==> config.mk <==
export PLATFORM = sky130hd
export DESIGN_NAME = bcd_multiplexed_digit_driver
export DESIGN_NICKNAME = d
export VERILOG_FILES = /design/src/hdl/bmdd_pkg.sv /design/src/hdl/bmdd_conv.sv /design/src/hdl/bmdd_fifo.sv /design/src/hdl/bmdd_scan.sv /design/src/hdl/bcd_multiplexed_digit_driver.sv
export VERILOG_INCLUDE_DIRS = /design/src /design/src/hdl
export SDC_FILE = /design/constraint.sdc
export NUM_CORES = 1
export LEC_CHECK = 0
export ABC_AREA = 1
export BUFFER_PORTS_ARGS = -buffer_cell sky130_fd_sc_hd__buf_2
export CORE_MARGIN = 4
export CORE_UTILIZATION = 55
export DETAILED_ROUTE_END_ITERATION = 10
export HOLD_SLACK_MARGIN = 0.06
export PLACE_DENSITY = 0.78
export RECOVER_POWER = 50
export SYNTH_ARGS = -nofsm -noshare
export SYNTH_HDL_FRONTEND = slang
export SYNTH_SLANG_ARGS = --single-unit
==> constraint.sdc <==
create_clock -name clk -period 10.68 [get_ports clk]
set_clock_uncertainty 0.15 [all_clocks]
set_input_delay 1.068 -clock clk [delete_from_list [all_inputs] [get_ports clk]]
set_output_delay 1.068 -clock clk [all_outputs]
set_load 0.01 [all_outputs]
==> src/hdl/bcd_multiplexed_digit_driver_assert.svh <==
// Assertion macros used by the digit scanner module
`ifndef BCD_MULTIPLEXED_DIGIT_DRIVER_ASSERT_SVH
`define BCD_MULTIPLEXED_DIGIT_DRIVER_ASSERT_SVH

// same-cycle implication, clocked on clk, off during reset
`define BMDD_ASSERT_IMP(lbl, ante, cons, msg) \
	lbl: assert property (@(posedge clk) disable iff (!arst_n) (ante) |-> (cons)) \
		else $error(msg);

// next-cycle implication
`define BMDD_ASSERT_NXT(lbl, ante, cons, msg) \
	lbl: assert property (@(posedge clk) disable iff (!arst_n) (ante) |=> (cons)) \
		else $error(msg);

`endif

==> src/hdl/bmdd_pkg.sv <==
// Shared constants and types of the multiplexed BCD digit driver
package bmdd_pkg;

	localparam int MAX_DIGITS   = 10;
	localparam int DIG_W        = 4;
	localparam int BCD_W        = DIG_W * MAX_DIGITS;
	localparam int VAL_W        = 32;
	localparam int BITS_PER_STG = 4;
	localparam int NSTG         = VAL_W / BITS_PER_STG;
	localparam int CNT_W        = 4;
	localparam int Q_DEPTH      = 2;
	localparam int Q_PTR_W      = 1;
	localparam int Q_CNT_W      = 2;

	localparam logic [CNT_W-1:0] DIGIT_COUNT_RST = CNT_W'(3);
	localparam logic [CNT_W-1:0] DIGIT_COUNT_MIN = CNT_W'(1);
	localparam logic [CNT_W-1:0] DIGIT_COUNT_MAX = CNT_W'(MAX_DIGITS);

	typedef logic [BCD_W-1:0] bcd_t;
	typedef logic [DIG_W-1:0] digit_t;
	typedef logic [VAL_W-1:0] value_t;
	typedef logic [CNT_W-1:0] count_t;

endpackage

==> src/hdl/bmdd_conv.sv <==
// Front end: pipelined binary to BCD conversion, four bits per stage
module bmdd_conv (
	input  logic            clk,
	input  logic            arst_n,
	input  logic            in_valid,
	output logic            in_ready,
	input  bmdd_pkg::value_t value,
	output logic            q_valid,
	input  logic            q_ready,
	output bmdd_pkg::bcd_t  q_data
);
	import bmdd_pkg::*;

	logic [NSTG-1:0] vld_s;
	bcd_t            bcd_s [NSTG];
	value_t          bin_s [NSTG];
	logic [NSTG-1:0] adv;
	logic [NSTG-1:0] nxt_vld;
	bcd_t            nxt_bcd [NSTG];
	value_t          nxt_bin [NSTG];

	function automatic bcd_t dabble4(input bcd_t bcd_in, input logic [BITS_PER_STG-1:0] bits);
		bcd_t   acc;
		digit_t dig;
		acc = bcd_in;
		for (int b = BITS_PER_STG - 1; b >= 0; b--) begin
			for (int d = 0; d < MAX_DIGITS; d++) begin
				dig = acc[d*DIG_W +: DIG_W];
				if (dig >= DIG_W'(5)) begin
					acc[d*DIG_W +: DIG_W] = dig + DIG_W'(3);
				end
			end
			acc = {acc[BCD_W-2:0], bits[b]};
		end
		return acc;
	endfunction

	always_comb begin
		adv[NSTG-1] = !vld_s[NSTG-1] || q_ready;
		for (int i = NSTG - 2; i >= 0; i--) begin
			adv[i] = !vld_s[i] || adv[i+1];
		end
	end

	always_comb begin
		nxt_vld[0] = in_valid;
		nxt_bcd[0] = dabble4('0, value[VAL_W-1 -: BITS_PER_STG]);
		nxt_bin[0] = value << BITS_PER_STG;
		for (int i = 1; i < NSTG; i++) begin
			nxt_vld[i] = vld_s[i-1];
			nxt_bcd[i] = dabble4(bcd_s[i-1], bin_s[i-1][VAL_W-1 -: BITS_PER_STG]);
			nxt_bin[i] = bin_s[i-1] << BITS_PER_STG;
		end
	end

	always_ff @(posedge clk or negedge arst_n) begin
		if (!arst_n) begin
			vld_s <= '0;
		end else begin
			for (int i = 0; i < NSTG; i++) begin
				if (adv[i]) begin
					vld_s[i] <= nxt_vld[i];
				end
			end
		end
	end

	always_ff @(posedge clk) begin
		for (int i = 0; i < NSTG; i++) begin
			if (adv[i]) begin
				bcd_s[i] <= nxt_bcd[i];
				bin_s[i] <= nxt_bin[i];
			end
		end
	end

	assign in_ready = adv[0];
	assign q_valid  = vld_s[NSTG-1];
	assign q_data   = bcd_s[NSTG-1];

endmodule

==> src/hdl/bmdd_fifo.sv <==
// Short queue between the converter and the digit scanner
module bmdd_fifo (
	input  logic           clk,
	input  logic           arst_n,
	input  logic           wr_valid,
	output logic           wr_ready,
	input  bmdd_pkg::bcd_t wr_data,
	output logic           rd_valid,
	input  logic           rd_ready,
	output bmdd_pkg::bcd_t rd_data
);
	import bmdd_pkg::*;

	bcd_t                 mem_q [Q_DEPTH];
	logic [Q_PTR_W-1:0]   wr_ptr_q;
	logic [Q_PTR_W-1:0]   rd_ptr_q;
	logic [Q_CNT_W-1:0]   cnt_q;
	logic                 push;
	logic                 pop;

	assign wr_ready = cnt_q != Q_CNT_W'(Q_DEPTH);
	assign rd_valid = cnt_q != '0;
	assign rd_data  = mem_q[rd_ptr_q];
	assign push     = wr_valid && wr_ready;
	assign pop      = rd_valid && rd_ready;

	always_ff @(posedge clk or negedge arst_n) begin
		if (!arst_n) begin
			wr_ptr_q <= '0;
			rd_ptr_q <= '0;
			cnt_q    <= '0;
		end else begin
			if (push) begin
				wr_ptr_q <= (wr_ptr_q == Q_PTR_W'(Q_DEPTH - 1)) ? '0 : wr_ptr_q + 1'b1;
			end
			if (pop) begin
				rd_ptr_q <= (rd_ptr_q == Q_PTR_W'(Q_DEPTH - 1)) ? '0 : rd_ptr_q + 1'b1;
			end
			if (push && !pop) begin
				cnt_q <= cnt_q + 1'b1;
			end else if (pop && !push) begin
				cnt_q <= cnt_q - 1'b1;
			end
		end
	end

	always_ff @(posedge clk) begin
		if (push) begin
			mem_q[wr_ptr_q] <= wr_data;
		end
	end

endmodule

==> src/hdl/bmdd_scan.sv <==
// Back end: scans the kept digits of one number out, most significant first
`include "bcd_multiplexed_digit_driver_assert.svh"

module bmdd_scan (
	input  logic             clk,
	input  logic             arst_n,
	input  bmdd_pkg::count_t digit_count,
	input  logic             q_valid,
	output logic             q_ready,
	input  bmdd_pkg::bcd_t   q_data,
	output logic             out_valid,
	input  logic             out_ready,
	output bmdd_pkg::digit_t bcd_lines,
	output bmdd_pkg::count_t digit_select,
	output logic             last
);
	import bmdd_pkg::*;

	count_t k_q;
	logic   out_valid_q;
	digit_t bcd_q;
	count_t sel_q;
	logic   last_q;
	logic   load;
	logic   is_last;
	count_t pos;
	digit_t digs [MAX_DIGITS];

	always_comb begin
		for (int d = 0; d < MAX_DIGITS; d++) begin
			digs[d] = q_data[d*DIG_W +: DIG_W];
		end
	end

	assign load    = !out_valid_q || out_ready;
	assign is_last = k_q == (digit_count - 1'b1);
	assign pos     = digit_count - 1'b1 - k_q;
	assign q_ready = load && is_last;

	always_ff @(posedge clk or negedge arst_n) begin
		if (!arst_n) begin
			out_valid_q <= 1'b0;
			k_q         <= '0;
		end else if (load) begin
			out_valid_q <= q_valid;
			if (q_valid) begin
				k_q <= is_last ? '0 : k_q + 1'b1;
			end
		end
	end

	always_ff @(posedge clk) begin
		if (load && q_valid) begin
			bcd_q  <= digs[pos];
			sel_q  <= k_q;
			last_q <= is_last;
		end
	end

	assign out_valid    = out_valid_q;
	assign bcd_lines    = bcd_q;
	assign digit_select = sel_q;
	assign last         = last_q;

	`BMDD_ASSERT_IMP(a_sel_range, out_valid, digit_select < digit_count,
		"digit index beyond digit count")
	`BMDD_ASSERT_IMP(a_last_pos, out_valid && last, digit_select == digit_count - 1'b1,
		"last flag not on final digit")
	`BMDD_ASSERT_IMP(a_bcd_range, out_valid, bcd_lines <= DIG_W'(9),
		"BCD digit out of range")
	`BMDD_ASSERT_NXT(a_pop_last, q_valid && q_ready, out_valid && last,
		"number released without its final digit")

endmodule

==> src/hdl/bcd_multiplexed_digit_driver.sv <==
// Top level of the multiplexed BCD digit driver
// Each 32-bit number is converted to decimal in an eight-stage pipeline (four
// bits per stage) and lands in a two-entry queue; the scanner then emits the
// lowest digit_count digits, one per cycle while out_ready is high, most
// significant first, with the last digit flagged. Sustained throughput is set
// by the single digit output port; the converter takes a new number every
// cycle while the queue and its stages have room. digit_count writes are
// clamped to 1..10.
module bcd_multiplexed_digit_driver (
	input  logic              clk,
	input  logic              arst_n,
	input  logic              cfg_valid,
	output logic              cfg_ready,
	input  bmdd_pkg::count_t  cfg_data,
	input  logic              in_valid,
	output logic              in_ready,
	input  bmdd_pkg::value_t  value,
	output logic              out_valid,
	input  logic              out_ready,
	output bmdd_pkg::digit_t  bcd_lines,
	output bmdd_pkg::count_t  digit_select,
	output logic              last
);
	import bmdd_pkg::*;

	count_t digit_count_q;
	count_t cfg_clamped;
	logic   cq_valid;
	logic   cq_ready;
	bcd_t   cq_data;
	logic   sq_valid;
	logic   sq_ready;
	bcd_t   sq_data;

	assign cfg_ready = 1'b1;

	always_comb begin
		cfg_clamped = cfg_data;
		if (cfg_data < DIGIT_COUNT_MIN) begin
			cfg_clamped = DIGIT_COUNT_MIN;
		end else if (cfg_data > DIGIT_COUNT_MAX) begin
			cfg_clamped = DIGIT_COUNT_MAX;
		end
	end

	always_ff @(posedge clk or negedge arst_n) begin
		if (!arst_n) begin
			digit_count_q <= DIGIT_COUNT_RST;
		end else if (cfg_valid && cfg_ready) begin
			digit_count_q <= cfg_clamped;
		end
	end

	bmdd_conv u_conv (
		.clk      (clk),
		.arst_n   (arst_n),
		.in_valid (in_valid),
		.in_ready (in_ready),
		.value    (value),
		.q_valid  (cq_valid),
		.q_ready  (cq_ready),
		.q_data   (cq_data)
	);

	bmdd_fifo u_fifo (
		.clk      (clk),
		.arst_n   (arst_n),
		.wr_valid (cq_valid),
		.wr_ready (cq_ready),
		.wr_data  (cq_data),
		.rd_valid (sq_valid),
		.rd_ready (sq_ready),
		.rd_data  (sq_data)
	);

	bmdd_scan u_scan (
		.clk          (clk),
		.arst_n       (arst_n),
		.digit_count  (digit_count_q),
		.q_valid      (sq_valid),
		.q_ready      (sq_ready),
		.q_data       (sq_data),
		.out_valid    (out_valid),
		.out_ready    (out_ready),
		.bcd_lines    (bcd_lines),
		.digit_select (digit_select),
		.last         (last)
	);

endmodule

# == After elaboration in Yosys (flattened, before gate mapping) ==
# Memories as Yosys holds them, arrays and structs flattened.
# Index checks and enable logic that the tools add are counted.
# op_classes
addsub,288
n_lt_le_gt_ge,284
n_eq_ne,2
muxes,309
bitwise_logic,1
reduce_logical,29
# op_table
operator,count
>= comparator 4 x 3 -> 1 bit (second input constant),280
two-way mux 4 bit,258
adder 4 x 2 -> 4 bit (second input constant),252
adder 3 x 2 -> 3 bit (second input constant),28
two-way mux 3 bit,28
two-way mux 1 bit,20
binary-select mux 4 bit (select 4 bit),1
logical NOT 1 bit,11
logical OR 1 bit,9
logical AND 1 bit,6
>= comparator 5 bit (second input constant),1
NOT 4 -> 5 bit,1
adder 3 x 2 -> 4 bit (second input constant),1
adder 4 x 1 -> 4 bit (second input constant),1
equality test 4 bit,1
> comparator 4 bit (second input constant),1
< comparator 4 x 1 -> 1 bit (second input constant),1
two-way mux 2 bit,2
nonzero test 2 bit,2
subtractor 4 x 1 -> 4 bit (second input constant),1
subtractor 4 bit,1
>= comparator 3 bit (second input constant),1
adder 1 bit (second input constant),2
adder 2 x 1 -> 2 bit (second input constant),1
3 further kinds,3
# totals
ff_bits,30
ramBits,624
input_bits,41
out_inout_bits,12
wordCells,933
n_memories,3
# mem_list
name,depth,word_bits,rd,rd_ports_with_merged_regs,wr,line,source
u_conv.bcd_s,8,40,8,0,8,bmdd_conv.sv:15,bcd_t bcd_s [NSTG];
u_conv.bin_s,8,28,7,0,8,bmdd_conv.sv:16,value_t bin_s [NSTG];
u_fifo.mem_q,2,40,1,0,1,bmdd_fifo.sv:14,bcd_t mem_q [Q_DEPTH];

# == Depth between registers and ports, before layout ==
# depth
ltp_word,11
ltp_mapped,26
depth_no_buf,26

# == Modules after synthesis ==
# Synthesis repeated with hierarchy kept, for this count alone.
# hier_totals
cells_unflattened,3778
area_unflattened_um2,28969.0
# modules_own_cells
module,instances,cells_each,area_each_um2,seq_area_each_um2
bmdd_conv,1,3328,24322.1,9118.7
bmdd_fifo,1,238,3193.1,2502.4
bmdd_scan,1,188,1253.7,395.4
bcd_multiplexed_digit_driver,1,24,200.2,102.6

# == Worst setup path before layout ==
# OpenSTA, ideal clock, no wires.
# synth_path
path_type,reg2out
from,reg u_fifo.cnt_q[1]
to,out in_ready
arrival_ps,6796
required_time_ps,9462
path_slack_ps,2666
stages_incl_launch_ff,16
path_buffers,0
cell_sequence,dfrtp_1 > inv_1 > nor3_1 > inv_1 > nor2_1 > inv_1 > nor2_1 > inv_1 > nor2_1 > inv_1 > nor2_1 > inv_1 > nor2_1 > inv_1 > nor2_1 > nand2_1
# synth_between
elab_chain_len,9
# synth_lines
element,line,source
from (decl),bmdd_fifo.sv:17,logic [Q_CNT_W-1:0] cnt_q;
from (signal assigned),bmdd_fifo.sv:40,cnt_q <= cnt_q + 1'b1;
from (signal assigned),bmdd_fifo.sv:42,cnt_q <= cnt_q - 1'b1;
!= test 2 bit,bmdd_fifo.sv:21,assign wr_ready = cnt_q != Q_CNT_W'(Q_DEPTH);
logical OR 1 bit,bmdd_conv.sv:39,adv[NSTG-1] = !vld_s[NSTG-1] || q_ready;
named net u_conv.adv[7],bmdd_conv.sv:17,logic [NSTG-1:0] adv;
logical OR 1 bit,bmdd_conv.sv:41,adv[i] = !vld_s[i] || adv[i+1];
named net u_conv.adv[6],bmdd_conv.sv:17,
logical OR 1 bit,bmdd_conv.sv:41,
named net u_conv.adv[5],bmdd_conv.sv:17,
logical OR 1 bit,bmdd_conv.sv:41,
named net u_conv.adv[4],bmdd_conv.sv:17,
logical OR 1 bit,bmdd_conv.sv:41,
named net u_conv.adv[3],bmdd_conv.sv:17,
logical OR 1 bit,bmdd_conv.sv:41,
named net u_conv.adv[2],bmdd_conv.sv:17,
logical OR 1 bit (2 in a row),bmdd_conv.sv:41,
to (decl),bcd_multiplexed_digit_driver.sv:16,"output logic in_ready,"
# The timed path passes the listed nets, and every way through them passes these cells.

# == Final worst setup path ==
# Same ends and word-level chain as after synthesis.

==> flow_summary.yaml <==
cts:
  cts-htree-levels: 2
  cts_buffers: 44
  root_buffer: "clkbuf_16"
  clk_pin_slew_ns: 0.06
  cts-resized-gates: 0
  cts_setup_buffers: 0
  hold_buffers: 0
  clock-sinks: 407
  cts_tree: "built"
  clockBufferDepth: 3
  clk_latency_ns: 0.59
synthesis:
  synth_area_per_cell_sq_um: 7.83
  synth_most_common_cell: "nand2_1"
  synth-edff-count: 386
  synth_seq_cells: 407
  synth_top_cell_area_share_pct: 40.7
  synth_cell_types: 51
  synth_ff_type: "edfxtp_1"
  synthArstFlopShare_pct: 5.16
  netlist_area_sq_um: 28500
  ys_top_cells_by_count: "nand2_1 (1229), inv_1 (610), edfxtp_1 (386), nand3_1 (332), ha_1 (152)"
  yosysWarnings: 0
  synth_nets: 3831
  seq_area_frac_synth_pct: 42.5
  syn_inst: 3637
  yosys.area.top_type: "edfxtp_1"
  synth_area_leaders: "edfxtp_1 (41%), nand2_1 (16%), inv_1 (8.0%)"
setup_path:
  startpoint_type: "flop"
  r2r-start: "u_fifo.cnt_q[1]"
  cp_num_buf_inv: 12
  slowest_delay_ns: 1.59
  crit_top_cell: "inv_1"
  critical_path.top_delay_family: "buffers and inverters"
  worstPathRequired_ns: 9.46
  startpoint: "u_fifo.cnt_q[1]"
  cp_max_fo: 43
  cp_cell_sequence: "inv_1 > nor3_1 > inv_1 > clkbuf_1 > nor2_1 > inv_1 > buf_4 > nor2_1 > inv_1 > buf_4 > nor2_1 > inv_1 > buf_4 > nor2_1 > inv_1 > nor2_1 > inv_1 > nor2_1 > nand2_1 > buf_2"
  worstSetupPathType: "flop to output pin"
  critPathCaptureType: "output pin"
  arrival_ns: 5.16
  crit_slowest_cell: "clkbuf_1"
status:
  status: "finished, violations left"
  failed_checks: "capacitance limit, slew limit"
timing:
  min_period_over_period_pct: 59.7
  maxSlewViolCount: 126
  finalHoldViolCount: 0
  worst_slew_pin_slew_ns: 3.30
  rsz0062_at_grt: "false"
  fin_crit_ns: 6.38
  final-setup-viol-count: 0
  slew_headroom_pct: -121
  max_freq_mhz: 157
  setup_tns_ns: 0
hold_path:
  hp-class: "flop to flop"
  hold_start: "u_conv.bin_s[0][78]"
route:
  wl_per_cell_um: 10.9
  antenna_left: 0
  dr.pass1.iters: 5
  drtIter0Drc: 942
  via_per_inst: 5.06
  num_vias: 22500
  wl_mm: 48.4
  drcViolationCount: 0
placed_design:
  place_hpwl_mm: 36.2
  place_congestion: 0.826
  io_buffers: 51
grt:
  grt_use_met1_pct: 19.8
  met3_usage_pct: 2.40
  grt_pass1_vias: 20900
  gr-total-overflow: 0
  grt_start_max_net_pins: 44
  grt_use_met2_pct: 33.2
  antenna_found_initial: 0
  gr-usage-all-layers_pct: 17.3
  grt.busiest_layer: "met2"
  grt_pass1_wl_mm: 85.6
die:
  dieArea_sq_um: 55500
  die_x_um: 236
  rows: 83
  start_util_pct: 55.5
  dieHeight_um: 236
  io_pins: 53
  core_sq_um: 51300
run:
  cap_violations: 3
final_layout:
  syn_to_final_growth_pct: 8.92
  num_antenna_cells: 0
  layout.nets: 3926
  drive_gt1_share_pct: 10.0
per-stage QoR:
step | instance area, sq um | utilization [%] | setup WS [ns] | std cells | hold WS [ns]
detailed placement | 29600 | 57.8 | 6.02 | 4366 | 0.255
global route | 31000 | 60.5 | 3.67 | 4446 | 0.243
CTS | 31100 | 60.6 | 5.37 | 4446 | 0.243
floorplan | 28500 | - | 2.67 | 3637 | 0.250
finish | 31000 | 60.5 | 4.30 | 4446 | 0.254
global placement | 29600 | 57.8 | 6.02 | 4366 | 0.251
registers in the layout, indices dropped and copies added (netlist names):
| register | count |
|---|---|
| u_scan.last | 1 |
| u_fifo.rd_ptr_q | 1 |
| u_fifo.cnt_q | 2 |
| digit_count_q | 4 |
| u_fifo.wr_ptr_q | 1 |
| u_scan.bcd_lines | 4 |
| u_conv.vld_s | 8 |
| u_conv.bin_s | 112 |
| u_fifo.mem_q | 80 |
| u_scan.digit_select | 4 |
| u_scan.k_q | 4 |
| u_scan.out_valid | 1 |
| u_conv.bcd_s | 185 |
layout by cell type, fill, tap and decap left out, types with 5 or more instances in the layout:
cell type / instances
a21o_1: 17
a21oi_1: 40
a31o_2: 8
and2_1: 16
buf_2: 31
buf_4: 9
clkbuf_1: 26
clkbuf_16: 44
clkinv_1: 5
clkinv_2: 6
clkinvlp_4: 9
dfrtp_1: 19
edfxtp_1: 386
ha_1: 152
inv_1: 610
inv_2: 8
inv_6: 6
nand2_1: 1229
nand2_2: 129
nand3_1: 332
nand3_2: 70
nand3b_1: 22
nand4_1: 106
nor2_1: 120
o211ai_1: 5
o21ai_0: 113
o21ai_1: 56
o21ai_2: 22
o21bai_1: 5
o221ai_1: 6
o22ai_1: 18
or2_2: 5
xnor2_1: 20
xor2_1: 60
area by class of cell:
| class | instances | area [sq um] |
|---|---|---|
| Fill cell | 4447 | 20300 |
| Multi-Input combinational cell | 2597 | 14000 |
| Sequential cell | 407 | 12100 |
| Inverter | 619 | 2320 |
| Clock buffer | 47 | 1110 |
| Tap cell | 680 | 851 |
| Clock inverter | 33 | 320 |
| Timing Repair Buffer | 63 | 309 |
worst register-to-register path: cells and delay by family, from the launching register on:
family	cells	cell delay, ns
buf+inv	12	3.86
flops	1	0.38
simple gates	8	0.61
path summary, 6_finish.rpt:
path                            cells after the start  slack, ns              endpoint
worst min register to register                      0       0.25  u_conv.bin_s[0][110]
min in group asynchronous                           1       0.68       u_fifo.wr_ptr_q
worst min-delay path                                0       0.25  u_conv.bin_s[0][110]
worst max register to register                     20       5.33   u_conv.bin_s[0][20]
max in group asynchronous                           1       8.84       u_conv.vld_s[5]
worst max-delay path                               20       4.30              in_ready
per-layer routing:
metal  vias up  part of all wire (%)  routed length, um
met5         -                     0                  0
met4         0                   2.7               1290
met3        90                   3.1               1480
met2       253                    51              24800
met1     10000                    43              20800
li1      12100                     -                  -
kinds of logic after synthesis:
kind of cell / count (synthesis) / share of synthesized area (%)
buffers and inverters: 633 / 8.35
other: 1 / 0.0132
DFF: 407 / 42.5
adders and majority gates: 153 / 6.75
muxes: 1 / 0.0351
and+or+nand+nor: 2045 / 32.8
AOI/OAI and AO/OA: 309 / 6.51
xor gates and xnor gates: 88 / 3.00
Power is not shown: default switching activity piles up to over one toggle a cycle in this logic, so the estimate is an artifact.
